===== src/design/linear_adsr_envelope_unit_defines.svh =====
// Assertion macros shared by the linear ADSR envelope RTL.
`ifndef LINEAR_ADSR_ENVELOPE_UNIT_DEFINES_SVH
`define LINEAR_ADSR_ENVELOPE_UNIT_DEFINES_SVH

`ifndef SYNTHESIS
`define LAE_ASSERT(lbl, prop, msg) \
    lbl: assert property (@(posedge i_clk) disable iff (!i_rst_n) prop) else $error(msg);
`define LAE_ASSERT_ALWAYS(lbl, prop, msg) \
    lbl: assert property (@(posedge i_clk) prop) else $error(msg);
`else
`define LAE_ASSERT(lbl, prop, msg)
`define LAE_ASSERT_ALWAYS(lbl, prop, msg)
`endif

`endif


===== src/design/lae_pkg.sv =====
// Types, constants and codes shared by the linear ADSR envelope modules.
package lae_pkg;

    localparam int FRAC_BITS      = 23;
    localparam int DAC_FULL_SCALE = 4095;

    localparam int LEVEL_W    = 24;
    localparam int TICKS_W    = 16;
    localparam int DAC_W      = 12;
    localparam int DAC_MULT_W = 16;
    localparam int PROD_W     = LEVEL_W + DAC_MULT_W;
    localparam int CFG_ADDR_W = 2;
    localparam int CFG_DATA_W = 24;
    localparam int IN_DATA_W  = 8;
    localparam int OUT_DATA_W = 40;
    localparam int OUT_PAD_W  = OUT_DATA_W - LEVEL_W - DAC_W - 2;

    localparam int DIV_STEPS = LEVEL_W;
    localparam int DIV_CNT_W = $clog2(DIV_STEPS);

    localparam logic [LEVEL_W-1:0] ENV_ONE = LEVEL_W'(1) << FRAC_BITS;

    localparam logic [LEVEL_W-1:0] RST_ATTACK_STEP   = LEVEL_W'(27962);
    localparam logic [LEVEL_W-1:0] RST_DECAY_STEP    = LEVEL_W'(13981);
    localparam logic [LEVEL_W-1:0] RST_SUSTAIN_LEVEL = LEVEL_W'(4194304);
    localparam logic [TICKS_W-1:0] RST_RELEASE_TICKS = TICKS_W'(300);

    typedef enum logic [1:0] {
        PH_ATTACK  = 2'd0,
        PH_DECAY   = 2'd1,
        PH_SUSTAIN = 2'd2,
        PH_RELEASE = 2'd3
    } t_phase;

    typedef enum logic [CFG_ADDR_W-1:0] {
        CFG_ATTACK_STEP   = 2'd0,
        CFG_DECAY_STEP    = 2'd1,
        CFG_SUSTAIN_LEVEL = 2'd2,
        CFG_RELEASE_TICKS = 2'd3
    } t_cfg_addr;

    typedef struct packed {
        logic [LEVEL_W-1:0] attack_step;
        logic [LEVEL_W-1:0] decay_step;
        logic [LEVEL_W-1:0] sustain_level;
        logic [TICKS_W-1:0] release_ticks;
    } t_cfg;

    typedef struct packed {
        logic busy;
        logic done;
    } t_div_stat;

endpackage


===== src/design/lae_regs.sv =====
// Configuration register file of the linear ADSR envelope.
module lae_regs import lae_pkg::*; (
    input  logic                  i_clk,
    input  logic                  i_rst_n,
    input  logic                  i_cfg_we,
    input  logic [CFG_ADDR_W-1:0] i_cfg_addr,
    input  logic [CFG_DATA_W-1:0] i_cfg_wdata,
    output t_cfg                  o_cfg
);

    t_cfg r_cfg;

    always_ff @(posedge i_clk) begin
        if (!i_rst_n) begin
            r_cfg.attack_step   <= RST_ATTACK_STEP;
            r_cfg.decay_step    <= RST_DECAY_STEP;
            r_cfg.sustain_level <= RST_SUSTAIN_LEVEL;
            r_cfg.release_ticks <= RST_RELEASE_TICKS;
        end else if (i_cfg_we) begin
            unique case (t_cfg_addr'(i_cfg_addr))
                CFG_ATTACK_STEP:   r_cfg.attack_step   <= i_cfg_wdata[LEVEL_W-1:0];
                CFG_DECAY_STEP:    r_cfg.decay_step    <= i_cfg_wdata[LEVEL_W-1:0];
                CFG_SUSTAIN_LEVEL: r_cfg.sustain_level <= i_cfg_wdata[LEVEL_W-1:0];
                CFG_RELEASE_TICKS: r_cfg.release_ticks <= i_cfg_wdata[TICKS_W-1:0];
                default: ;
            endcase
        end
    end

    assign o_cfg = r_cfg;

endmodule


===== src/design/lae_div.sv =====
// Bit-serial restoring divider that forms the release slope, one quotient bit per cycle.
`include "linear_adsr_envelope_unit_defines.svh"
module lae_div import lae_pkg::*; (
    input  logic               i_clk,
    input  logic               i_rst_n,
    input  logic               i_start,
    input  logic [LEVEL_W-1:0] i_dividend,
    input  logic [TICKS_W-1:0] i_divisor,
    output t_div_stat          o_stat,
    output logic [LEVEL_W-1:0] o_quotient
);

    logic                 r_busy;
    logic                 r_done;
    logic [DIV_CNT_W-1:0] r_count;
    logic [LEVEL_W-1:0]   r_quot;
    logic [TICKS_W-1:0]   r_rem;
    logic [TICKS_W-1:0]   r_divisor;

    logic [TICKS_W:0]     w_shifted;
    logic [TICKS_W:0]     w_diff;
    logic                 w_fits;

    assign w_shifted = {r_rem, r_quot[LEVEL_W-1]};
    assign w_diff    = w_shifted - {1'b0, r_divisor};
    assign w_fits    = (w_shifted >= {1'b0, r_divisor});

    always_ff @(posedge i_clk) begin
        if (!i_rst_n) begin
            r_busy  <= 1'b0;
            r_done  <= 1'b0;
            r_count <= '0;
        end else begin
            r_done <= 1'b0;
            if (i_start) begin
                r_busy    <= 1'b1;
                r_count   <= '0;
                r_quot    <= i_dividend;
                r_rem     <= '0;
                r_divisor <= i_divisor;
            end else if (r_busy) begin
                r_rem   <= w_fits ? w_diff[TICKS_W-1:0] : w_shifted[TICKS_W-1:0];
                r_quot  <= {r_quot[LEVEL_W-2:0], w_fits};
                r_count <= r_count + DIV_CNT_W'(1);
                if (r_count == DIV_CNT_W'(DIV_STEPS - 1)) begin
                    r_busy <= 1'b0;
                    r_done <= 1'b1;
                end
            end
        end
    end

    assign o_stat.busy = r_busy;
    assign o_stat.done = r_done;
    assign o_quotient  = r_quot;

    `LAE_ASSERT(a_start_when_idle, i_start |-> !r_busy, "divider started while busy")
    `LAE_ASSERT(a_done_ends_busy, r_done |-> ($past(r_busy) && !r_busy), "done without a run")
    `LAE_ASSERT(a_count_range, r_busy |-> (r_count < DIV_CNT_W'(DIV_STEPS)), "step count overrun")

endmodule


===== src/design/linear_adsr_envelope_unit.sv =====
// Top level of the linear ADSR envelope generator with one result per tick.
// A tick is accepted, and its result registered, in the same cycle; the result shows the next cycle.
// A gate-off tick that leaves attack, decay or sustain also starts the release-slope division
// in the serial divider; no tick is accepted until that division ends.
// Every other tick sustains one per cycle while the output is drained.
// Synchronous active-low reset restores register defaults, release phase and zero level.
`include "linear_adsr_envelope_unit_defines.svh"
module linear_adsr_envelope_unit import lae_pkg::*; (
    input  logic                  i_clk,
    input  logic                  i_rst_n,
    input  logic                  i_cfg_we,
    input  logic [CFG_ADDR_W-1:0] i_cfg_addr,
    input  logic [CFG_DATA_W-1:0] i_cfg_wdata,
    input  logic                  s_axis_tvalid,
    output logic                  s_axis_tready,
    input  logic [IN_DATA_W-1:0]  s_axis_tdata,   // [0] gate
    output logic                  m_axis_tvalid,
    input  logic                  m_axis_tready,
    output logic [OUT_DATA_W-1:0] m_axis_tdata    // [23:0] level, [35:24] dac_code, [37:36] phase
);

    typedef enum logic {
        ST_IDLE,
        ST_DIV
    } t_state;

    t_cfg               w_cfg;
    t_div_stat          w_div_stat;
    logic [LEVEL_W-1:0] w_quotient;
    logic               w_div_start;
    logic [TICKS_W-1:0] w_ticks;

    t_state             r_state,     n_state;
    t_phase             r_phase,     n_phase;
    logic [LEVEL_W-1:0] r_level,     n_level;
    logic [LEVEL_W-1:0] r_slope,     n_slope;
    logic               r_out_valid, n_out_valid;
    logic [LEVEL_W-1:0] r_out_level, n_out_level;
    t_phase             r_out_phase, n_out_phase;

    logic               w_in_fire;
    logic               w_out_fire;
    logic               w_gate;
    logic [LEVEL_W-1:0] w_sus;
    logic [LEVEL_W:0]   w_att_sum;
    logic [LEVEL_W-1:0] w_att_level;
    logic [LEVEL_W-1:0] w_dec_level;
    logic [LEVEL_W-1:0] w_rel_level;
    logic [PROD_W-1:0]  w_dac_prod;

    lae_regs u_regs (
        .i_clk       (i_clk),
        .i_rst_n     (i_rst_n),
        .i_cfg_we    (i_cfg_we),
        .i_cfg_addr  (i_cfg_addr),
        .i_cfg_wdata (i_cfg_wdata),
        .o_cfg       (w_cfg)
    );

    lae_div u_div (
        .i_clk      (i_clk),
        .i_rst_n    (i_rst_n),
        .i_start    (w_div_start),
        .i_dividend (r_level),
        .i_divisor  (w_ticks),
        .o_stat     (w_div_stat),
        .o_quotient (w_quotient)
    );

    assign s_axis_tready = (r_state == ST_IDLE) && (!r_out_valid || m_axis_tready);
    assign w_in_fire     = s_axis_tvalid && s_axis_tready;
    assign w_out_fire    = m_axis_tvalid && m_axis_tready;
    assign w_gate        = s_axis_tdata[0];

    assign w_sus       = (w_cfg.sustain_level > ENV_ONE) ? ENV_ONE : w_cfg.sustain_level;
    assign w_att_sum   = {1'b0, r_level} + {1'b0, w_cfg.attack_step};
    assign w_att_level = (w_att_sum > {1'b0, ENV_ONE}) ? ENV_ONE : w_att_sum[LEVEL_W-1:0];
    assign w_dec_level = (r_level > w_cfg.decay_step) ? (r_level - w_cfg.decay_step) : '0;
    assign w_rel_level = (r_level > r_slope) ? (r_level - r_slope) : '0;
    assign w_ticks     = (w_cfg.release_ticks == '0) ? TICKS_W'(1) : w_cfg.release_ticks;
    assign w_div_start = w_in_fire && !w_gate && (r_phase != PH_RELEASE);

    always_comb begin
        n_state     = r_state;
        n_phase     = r_phase;
        n_level     = r_level;
        n_slope     = r_slope;
        n_out_valid = r_out_valid;
        n_out_level = r_out_level;
        n_out_phase = r_out_phase;

        unique case (r_state)
            ST_IDLE: begin
                if (w_in_fire) begin
                    if (w_gate) begin
                        unique case (r_phase)
                            PH_ATTACK: begin
                                if (r_level >= ENV_ONE) begin
                                    n_level = ENV_ONE;
                                    n_phase = PH_DECAY;
                                end else begin
                                    n_level = w_att_level;
                                end
                            end
                            PH_DECAY: begin
                                if (r_level <= w_sus) begin
                                    n_level = w_sus;
                                    n_phase = PH_SUSTAIN;
                                end else begin
                                    n_level = w_dec_level;
                                end
                            end
                            PH_SUSTAIN: n_level = w_sus;
                            PH_RELEASE: begin
                                n_level = '0;
                                n_phase = PH_ATTACK;
                            end
                            default: ;
                        endcase
                    end else if (r_phase != PH_RELEASE) begin
                        n_phase = PH_RELEASE;
                        n_state = ST_DIV;
                    end else begin
                        n_level = w_rel_level;
                    end
                end
            end
            ST_DIV: begin
                if (w_div_stat.done) begin
                    n_slope = ((w_quotient == '0) && (r_level != '0)) ?
                              LEVEL_W'(1) : w_quotient;
                    n_state = ST_IDLE;
                end
            end
            default: n_state = ST_IDLE;
        endcase

        if (w_out_fire) begin
            n_out_valid = 1'b0;
        end
        if (w_in_fire) begin
            n_out_valid = 1'b1;
            n_out_level = n_level;
            n_out_phase = n_phase;
        end
    end

    always_ff @(posedge i_clk) begin
        if (!i_rst_n) begin
            r_state     <= ST_IDLE;
            r_phase     <= PH_RELEASE;
            r_level     <= '0;
            r_slope     <= '0;
            r_out_valid <= 1'b0;
        end else begin
            r_state     <= n_state;
            r_phase     <= n_phase;
            r_level     <= n_level;
            r_slope     <= n_slope;
            r_out_valid <= n_out_valid;
        end
        r_out_level <= n_out_level;
        r_out_phase <= n_out_phase;
    end

    assign w_dac_prod    = {{DAC_MULT_W{1'b0}}, r_out_level} * PROD_W'(DAC_FULL_SCALE);
    assign m_axis_tvalid = r_out_valid;
    assign m_axis_tdata  = {{OUT_PAD_W{1'b0}}, r_out_phase, w_dac_prod[FRAC_BITS +: DAC_W],
                            r_out_level};

    `LAE_ASSERT(a_level_max, r_level <= ENV_ONE, "level above full scale")
    `LAE_ASSERT(a_busy_stalls, w_div_stat.busy |-> !s_axis_tready, "tick taken during division")
    `LAE_ASSERT(a_slope_set,
        (r_state == ST_IDLE && r_phase == PH_RELEASE && r_level != '0) |-> (r_slope != '0),
        "release with zero slope")

endmodule

===== config.mk =====
export PLATFORM = sky130hd
export DESIGN_NAME = linear_adsr_envelope_unit
export DESIGN_NICKNAME = d
export VERILOG_FILES = /design/src/design/lae_pkg.sv /design/src/design/lae_regs.sv /design/src/design/lae_div.sv /design/src/design/linear_adsr_envelope_unit.sv
export VERILOG_INCLUDE_DIRS = /design/src /design/src/design
export SDC_FILE = /design/constraint.sdc
export NUM_CORES = 1
export LEC_CHECK = 0
export CAP_MARGIN = 30
export CELL_PAD_IN_SITES_DETAIL_PLACEMENT = 1
export CELL_PAD_IN_SITES_GLOBAL_PLACEMENT = 2
export CORE_ASPECT_RATIO = 1.4
export CORE_MARGIN = 10
export CORE_UTILIZATION = 41
export DETAILED_ROUTE_END_ITERATION = 6
export DONT_BUFFER_PORTS = 1
export GPL_TIMING_DRIVEN = 0
export PLACE_DENSITY_LB_ADDON = 0.2
export SYNTH_ARGS = -nofsm -noshare
export SYNTH_HDL_FRONTEND = slang
export SYNTH_SLANG_ARGS = --single-unit

===== constraint.sdc =====
create_clock -name i_clk -period 9 [get_ports i_clk]
set_input_delay 1.35 -clock i_clk [delete_from_list [all_inputs] [get_ports i_clk]]
set_output_delay 1.35 -clock i_clk [all_outputs]
set_load 0.005 [all_outputs]

; ---- Word level (Yosys, flattened, before mapping)
; Cells that the tools add are included.
; W data, S select, Z words.
[word_totals]
ram_bits = 0
mem_count = 0
inputBits = 39
rom_bits = 0
reg_bits = 229
wordCells = 100
output_inout_bits = 42
latchBits = 0
[classes]
bitwise_logic = 3
shifts = 0
magnitude_cmp = 7
muxes = 34
add_sub_neg = 5
div_mod_pow = 0
mul = 1
n_eq_ne = 8
n_reduce_logical = 25
[ops]
columns = cell, n
row1 = $mux W24, 13
row2 = $pmux W24 S4, 1
row3 = $gt A24 B24 Y1, 2
row4 = $sub A24 B24 Y24, 2
row5 = $mul A24 B12 Y35 const B, 1
row6 = $mux W16, 2
row7 = $add A24 B24 Y25, 1
row8 = $gt A25 B24 Y1 const B, 1
row9 = $ge A24 B24 Y1 const B, 1
row10 = $gt A24 B24 Y1 const B, 1
row11 = $le A24 B24 Y1, 1
row12 = $logic_not A24 Y1, 1
row13 = $reduce_bool A24 Y1, 1
row14 = $ge A17 B16 Y1, 1
row15 = $logic_not A16 Y1, 1
row16 = $sub A16 B16 Y16, 1
row17 = $reduce_and A2 Y1, 7
row18 = $mux W2, 6
row19 = $mux W1, 10
row20 = $eq A2 B2 Y1 const B, 4
row21 = $logic_and A1 B1 Y1, 6
row22 = $pmux W2 S3, 1
row23 = $add A5 B1 Y5 const B, 1
row24 = $eq A5 B5 Y1 const B, 1
row25 = other kinds (10), 16

; ---- Longest topological paths before layout
; Gate-level depths: netlist of run 1.
[depth]
depth_word = 8
ltp_mapped = 21
ltp_nobuf = 21

; ---- Hierarchy
; A second synthesis of run 1 with hierarchy kept.
[unflattened]
cells_unflattened = 2187
hier_area_um2 = 20143.1
[by_module_without_submodules]
columns = module, cells_each, seq_area_each_um2, n_inst, area_each_um2
row1 = linear_adsr_envelope_unit, 1572, 1821.7, 1, 13275.2
row2 = lae_regs, 334, 1761.7, 1, 3477.1
row3 = lae_div, 281, 1821.7, 1, 3390.8

; ---- Least setup slack after synthesis of run 1
; No wires, ideal clock.
[synth_timing]
path_type = register to output
from = register r_out_level[6]
to = output port m_axis_tdata[27]
t_required_ps = 7650
n_path_buf = 0
arrival_time_ps = 5458
path_slack_ps = 2192
stages_incl_launch_ff = 20
path_cell_list = edfxtp_1 > fa_1 > inv_1 > fa_1 > inv_1 > fa_1 > fa_1 > inv_1 > fa_1 > inv_1 > ha_1 > a211oi_1 > nand3_1 > a211oi_1 > o31ai_1 > a311o_1 > a21o_1 > a21oi_1 > o21bai_1 > xor2_1
[synth_between]
elab_chain_cells = 1
[synth_lines]
columns = item, line
row1 = from (decl), linear_adsr_envelope_unit.sv:38  ; logic [LEVEL_W-1:0] r_out_level, n_out_level;
row2 = from (signal assigned), linear_adsr_envelope_unit.sv:162  ; r_out_level <= n_out_level;
row3 = $mul A24 B12 Y35, linear_adsr_envelope_unit.sv:166  ; assign w_dac_prod = {{DAC_MULT_W{1'b0}}, r_out_level} * PROD_W'(DAC_FULL_SCALE);
row4 = to (decl), linear_adsr_envelope_unit.sv:19  ; output logic [OUT_DATA_W-1:0] m_axis_tdata
; Every way passes these cells.

; ---- Final worst setup path of run 1
[layout_timing]
from = register r_out_level[6]
to = output port m_axis_tdata[34]
; The elaborated chain is that of the path after synthesis.

==> flow_summary_export.csv, run 1 <==
group,metric,value,unit
floorplanning,core_region_area,49250,µm²
timing,hold_fails_final_rpt,0,
detailed_routing,dr.pass1.iters,5,
placed_design,detailed_placement_hpwl,64470,µm
worst_setup_path,cp.required,7.65,ns
outcome,status,"completed",
power_and_ir_drop,p_leak,9.487,nW
synth,yosys-mux-area-fraction,0.009051,
cts,numClockSinks,229,
power_and_ir_drop,logic_pwr_share,0.767,
layout,fin_area,22230,µm²
placed_design,post_dp_cell_area,21320,µm²
cts,root_buffer,"clkbuf_16",
floorplanning,fp.dieH,284.3,µm
global_routing,track_usage,0.2573,
cts,cts.reportedPaths.clkPinSlew,0.06,ns
synth,synth-async-reset-ratio,0,
worst_hold_path,worst_hold_path.endpoint,"u_regs.o_cfg[56]",
timing,accumulated_negative_setup_slack,0,ns
synth,synth-compound-area-share,0.1797,
global_routing,largest_net_degree_at_the_start_of_global_routing,26,
synth,synth_adder_area_share,0.2588,
timing,finalSetupViolations,0,
synth,synth.yosys.seq_area_share,0.2642,
cts,numCtsBuffers,27,
detailed_routing,routed_via_density,5.776,
layout,nNetsFinal,2810,
power_and_ir_drop,p_per_cell_area,467.1,nW/µm²
synth,avgSynthCellArea,8.493,µm²
placed_design,finalWeightedCongestion,0.9763,
global_routing,via_count_of_the_first_global_routing_pass,19350,
power_and_ir_drop,switching_power,5.327,mW
synth,yosys.area_share.xor_xnor,0.03039,
power_and_ir_drop,vdd.ir_drop.worst,0.001446,V
worst_setup_path,critPathMostFrequentCell,"fa_1",
worst_hold_path,min_path_cells,2,
synth,cell_area_after_technology_mapping,20460,µm²
worst_setup_path,timing.critical_path.slowest_stage_cell,"fa_1",
detailed_routing,routed_wirelength,77940,µm
cts,clkLatencyLatePin,0.59,ns
synth,synth_enable_flop_cells,82,
global_routing,global_route_wire_length_before_repair,118600,µm
layout,post_route_cells_drive_above_1_share,0.04710,
power_and_ir_drop,switching_share,0.5130,
worst_setup_path,critical_setup_path_class,"reg2out",
synth,yosys_cell_types,97,
worst_setup_path,slowest_delay,0.76,ns
detailed_routing,routedWlPerCell,25.14,µm
timing,fin_crit,8.312,ns
floorplanning,die_w,208.8,µm
synth,synth_top_family_by_area,"adder cells",
layout,utilization,0.4514,
layout,num-fill-cells,5923,
placed_design,portBuffers,0,
power_and_ir_drop,pwr-share-seq,0.122,
timing,timing_max_transition_violations_final,0,
timing,finalCritPeriodShare,0.9236,
worst_setup_path,worst-r2r-setup-slack,2.72,ns
worst_hold_path,min-delay-path-class,"reg2reg",
detailed_routing,detail_route.drc_violations,0,
synth,simple_gate_area_share_of_the_yosys_netlist,0.1814,
synth,ys.warnings.count,0,
synth,synth.ff_latch_count,229,
synth,ys.flop_type,"dfxtp_1",
global_routing,groute.layer.met3.usage,0.03358,
worst_setup_path,worstPathMaxFanout,4,
detailed_routing,drt-initial-drc-count,1072,
detailed_routing,route.antenna.remaining_nets,0,
worst_setup_path,critPathArrivalTime,6.96,ns
floorplanning,io_pins,81,
timing,worst_slew_pin_slew,0.9505,ns
synth,synthesis.instances,2409,
worst_setup_path,crit_path_cell_trace,"fa_1 > inv_1 > fa_1 > inv_1 > fa_1 > fa_1 > inv_1 > fa_1 > inv_1 > ha_1 > a211oi_1 > nand3_1 > a211oi_2 > nor4_1 > nor4_1 > o31ai_1 > or2_2 > a21oi_1 > xnor2_1",
worst_setup_path,timing.reg2reg.worst_path_depth,16,
worst_setup_path,crit_path_capture_type,"output pin",
floorplanning,floorplan.initialDensity,0.4154,
power_and_ir_drop,power.internal,5.057,mW
global_routing,grt_use_met2,0.4592,
global_routing,grt_antenna_before_repair,0,
cts,clk_buf_depth,3,
layout,antenna_cells_inserted,0,
layout,most-common-layout-cells,"nand2_1, inv_1, a21oi_1",
timing,grt_setup_unrepaired,"false",
floorplanning,core.rowCount,96,
timing,final_setup_skew,0.02956,ns
worst_setup_path,worstReg2RegEnd,"r_out_level[10]",
layout,final_common_cell,"nand2_1",
power_and_ir_drop,power_frac_clock,0.111,
floorplanning,die-area,59360,µm²
detailed_routing,detailroute.via_count,17910,
worst_hold_path,min-delay-start,"u_regs.o_cfg[56]",
worst_setup_path,crit-reg2reg-launch,"u_regs.o_cfg[33]",
global_routing,highest_utilization_routing_layer_at_the_global_route_stage,"met2",
flow_run,maxCapViolations,0,
timing,timing.slew.headroom,0.3664,
global_routing,gr-usage-met1,0.2782,
global_routing,grt.overflow.total,0,
layout,areaGrowthSynthToFinish,8.666,%
cts,htree_levels,1,
cts,cts_tree,"done",
worst_setup_path,cp-start-kind,"flop",
timing,fmax,120.3,MHz
[power groups by stage]
stage / Clock [mW] / Sequential [mW] / Combinational, mW
after global placement: 0 / 1.29 / 7.77
after CTS: 1.17 / 1.27 / 8.16
final: 1.15 / 1.27 / 7.97
after floorplan: 0 / 1.22 / 6.08
after global routing: 1.21 / 1.27 / 9.30
after detailed placement: 0 / 1.29 / 8.13
[per-layer routing]
metal	vias to the layer above	wire length [µm]
met5	-	0
met1	8933	29130
met3	188	3251
li1	8357	-
met4	0	5986
met2	429	39570
[registers in the layout (all words and copies together), names as in the netlist, 2 cells and up]
signal,flops
u_div.r_rem,16
u_div.r_divisor,16
r_out_level,24
r_phase,2
r_out_phase,2
r_slope,24
u_div.o_quotient,24
r_level,24
u_div.r_count,5
u_regs.o_cfg,88
[worst max-delay path by stage]
stage | from | to | slack (ns)
6_report | r_out_level[6] | m_axis_tdata[34] | 0.69
5_1_grt | r_out_level[6] | m_axis_tdata[34] | 0.29
4_1_cts | r_out_level[6] | m_axis_tdata[34] | 0.22
3_5_place_dp | r_out_level[6] | m_axis_tdata[34] | 0.85
3_3_place_gp | r_out_level[6] | m_axis_tdata[34] | 0.99
2_1_floorplan | r_out_level[6] | m_axis_tdata[27] | 2.19
[layout make-up]
class                      instances  area, µm²  share of cell area
clock buffer                      35      737.0             0.03315
tap                              637      797.0             0.03585
inverter                         299       1122             0.05048
clock inverter                    15      168.9            0.007597
timing repair buffer               3      52.55            0.002364
multi-input combinational       1776      13510              0.6077
buffer                           106      439.2             0.01975
sequential                       229       5405              0.2431
[logic make-up (layout without fill, tap and decap cells)]
group | Yosys count | count (layout)
flops | 229 | 229
mux | 18 | 18
fa+ha+maj | 329 | 329
simple gates | 805 | 805
xor+xnor | 71 | 71
other cells | 1 | 2
compound gates | 551 | 551
buf+inv | 405 | 458
[worst max-delay path, delay by kind of cell (launching register included)]
kind / cells / cell delay, ns
AOI/OAI and AO/OA: 4 / 1.07
xor gates and xnor gates: 1 / 0.16
adders and majority gates: 6 / 3.24
buffers and inverters: 4 / 0.32
DFF: 1 / 0.52
and+or+nand+nor: 4 / 1.03
[synth_stat cells, drive strengths merged (17+ instances only)]
| library cell | instances | area [µm²] |
|---|---|---|
| a21o | 44 | 330.3 |
| xor2 | 27 | 236.5 |
| nor3 | 36 | 200.2 |
| edfxtp | 82 | 2462 |
| nand3 | 62 | 310.3 |
| o21ai | 72 | 360.3 |
| nor2 | 137 | 516.8 |
| nand4 | 28 | 175.2 |
| nor4 | 35 | 261.5 |
| dfxtp | 147 | 2943 |
| inv | 299 | 1122 |
| nand2 | 391 | 1468 |
| o21a | 20 | 150.1 |
| buf | 28 | 145.1 |
| o211ai | 31 | 232.7 |
| clkbuf | 78 | 292.8 |
| and2 | 18 | 112.6 |
| fa | 157 | 3143 |
| a211oi | 28 | 225.2 |
| a21oi | 210 | 1074 |
| xnor2 | 44 | 385.4 |
| mux2i | 17 | 170.2 |
| or2 | 19 | 118.9 |
| ha | 172 | 2152 |
[what timing repair did]
| item | CTS | global route |
|---|---|---|
| endpoints found under the setup margin | 0 | 1 |
| hold buffers | 0 | 0 |
| gates resized for setup | 0 | 1 |
| buffers inserted | 0 | 0 |
[metrics by stage]
step                      setup WS (ns)  hold slack (ns)  total power [mW]  instances
after global placement           0.9950           0.4427             9.056       3047
after CTS                        0.2200           0.4573             10.60       3100
after floorplan                   2.192           0.4363             7.295       2410
after global routing             0.2899           0.4815             11.79       3100
final                            0.6878           0.4544             10.38       3100
after detailed placement         0.8507           0.4484             9.414       3050
(Power assumes the default switching activity.)
==> run 2: changes to the inputs <==
Settings changed: RECOVER_POWER set to 100.
==> flow_summary_export.csv, run 2 (synthesis gave the netlist of run 1 again) <==
group,metric,value,unit
outcome,status,"complete, but fails checks",
outcome,violations,"capacitance limit, slew limit",
floorplanning,io_pins,81,
worst_setup_path,worstReg2RegEnd,"r_out_level[11]",
worst_hold_path,min-delay-start,"u_regs.o_cfg[54]",
detailed_routing,route.antenna.remaining_nets,0,
cts,cts.reportedPaths.clkPinSlew,0.06,ns
global_routing,grt_antenna_before_repair,0,
timing,finalSetupViolations,0,
cts,clk_buf_depth,3,
worst_setup_path,crit-reg2reg-launch,"u_regs.o_cfg[33]",
floorplanning,fp.dieH,284.3,µm
timing,hold_fails_final_rpt,0,
layout,most-common-layout-cells,"nand2_1, inv_1, a21oi_1",
flow_run,maxCapViolations,2,
cts,clkLatencyLatePin,0.58,ns
timing,timing_max_transition_violations_final,26,
layout,layout.area.seq,5405,µm²
worst_setup_path,timing.reg2reg.worst_path_depth,14,
global_routing,grt.overflow.total,0,
layout,nNetsFinal,2810,
timing,fmax,120.4,MHz
timing,finalCritPeriodShare,0.9228,
floorplanning,floorplan.initialDensity,0.4154,
worst_setup_path,critical_setup_path_class,"reg2out",
cts,cts_post_setup_buffers_inserted,0,
layout,multi_input_area,13470,µm²
power_and_ir_drop,report.power.total,10.38,mW
placed_design,portBuffers,0,
cts,numCtsBuffers,27,
worst_setup_path,cp.required,7.65,ns
timing,fin_crit,8.306,ns
timing,worst_slew_pin_slew,1.564,ns
placed_design,finalWeightedCongestion,0.9763,
layout,final_common_cell,"nand2_1",
detailed_routing,detail_route.drc_violations,0,
timing,timing.slew.headroom,-0.04240,
layout,num-fill-cells,5934,
global_routing,largest_net_degree_at_the_start_of_global_routing,26,
detailed_routing,drt-initial-drc-count,989,
worst_hold_path,worst_hold_path.endpoint,"u_regs.o_cfg[54]",
global_routing,global_route_wire_length_before_repair,118600,µm
power_and_ir_drop,vdd.ir_drop.worst,0.001446,V
worst_hold_path,min_path_cells,2,
timing,grt_setup_unrepaired,"false",
floorplanning,die-area,59360,µm²
layout,areaGrowthSynthToFinish,8.256,%
layout,largest_register_ff_count,88,
cts,postCtsHoldBufs,0,
worst_setup_path,worstPathMaxFanout,4,
detailed_routing,routedWlPerCell,25.16,µm
floorplanning,die_w,208.8,µm
worst_setup_path,cp-start-kind,"flop",
global_routing,via_count_of_the_first_global_routing_pass,19350,
layout,utilization,0.4497,
detailed_routing,detailroute.via_count,17900,
cts,cts_resized,0,
cts,numClockSinks,229,
cts,htree_levels,1,
cts,cts_tree,"done",
layout,final_cell_count_no_fill,3100,
placed_design,cell_count_post_placement,3050,
worst_hold_path,min-delay-path-class,"reg2reg",
detailed_routing,dr.pass1.iters,5,
timing,final_setup_skew,0.02802,ns
timing,accumulated_negative_setup_slack,0,ns
layout,antenna_cells_inserted,0,
placed_design,detailed_placement_hpwl,64470,µm
detailed_routing,routed_via_density,5.775,
floorplanning,core.rowCount,96,
worst_setup_path,worst-r2r-setup-slack,2.00,ns
worst_setup_path,crit_path_capture_type,"output pin",
cts,root_buffer,"clkbuf_16",
global_routing,track_usage,0.2573,
floorplanning,core_region_area,49250,µm²
power_and_ir_drop,p_per_cell_area,468.5,nW/µm²
detailed_routing,routed_wirelength,78000,µm
worst_setup_path,critPathArrivalTime,6.96,ns
layout,post_route_cells_drive_above_1_share,0.04182,
power_and_ir_drop,p_leak,9.449,nW
==> run 2: final cells by class <==
type                    count  share of cell area
plain buffers             106             0.01972
repair buffers              3           0.0005649
flip-flops and latches    229              0.2440
clock buffers              35             0.03327
multi-input cells        1776              0.6081
clock inverters            15            0.007626
inverters                 299             0.05067
well taps                 637             0.03598
==> run 2: worst max-delay path by stage <==
stage	startpoint	endpoint	slack, ns	cells after the start
floorplan	r_out_level[6]	m_axis_tdata[27]	2.19	19
global placement	r_out_level[6]	m_axis_tdata[34]	0.99	19
detailed placement	r_out_level[6]	m_axis_tdata[34]	0.85	19
CTS	r_out_level[6]	m_axis_tdata[34]	0.22	19
global route	r_out_level[6]	m_axis_tdata[34]	0.29	19
finish	r_out_level[6]	m_axis_tdata[34]	0.69	19
==> run 2: routing by layer <==
layer | vias to the layer above | GRT usage | share of wire
li1 | 8352 | - | -
met1 | 8928 | 0.2782 | 0.37
met2 | 425 | 0.4592 | 0.51
met3 | 198 | 0.03358 | 0.043
met4 | 0 | 0.1730 | 0.077
met5 | - | 0 | 0
==> run 2: worst max-delay path: stages, from the launching register on <==
cell and delay [ns]:
edfxtp_1 0.52, fa_1 0.76, inv_1 0.15, fa_1 0.62
inv_1 0.08, fa_1 0.50, fa_1 0.54, inv_1 0.05
fa_1 0.52, inv_1 0.04, ha_1 0.30, a211oi_1 0.31
nand3_1 0.19, a211oi_2 0.39, nor4_1 0.21, nor4_1 0.31
o31ai_1 0.19, or2_2 0.32, a21oi_1 0.18, xnor2_1 0.16
==> run 2: power breakdown <==
part           leakage, nW  switching [mW]  internal (mW)
logic                 7.04            4.71           3.25
registers             1.97           0.129           1.14
clock network        0.441           0.482          0.667
total                 9.45            5.32           5.05
==> run 2: through the flow <==
stage | hold slack [ns] | setup WS (ns) | instance area, µm²
floorplan | 0.4363 | 2.192 | 20460
global placement | 0.4427 | 0.9950 | 21260
detailed placement | 0.4484 | 0.8507 | 21320
CTS | 0.4573 | 0.2200 | 22230
global route | 0.4815 | 0.2899 | 22150
finish | 0.4556 | 0.6944 | 22150
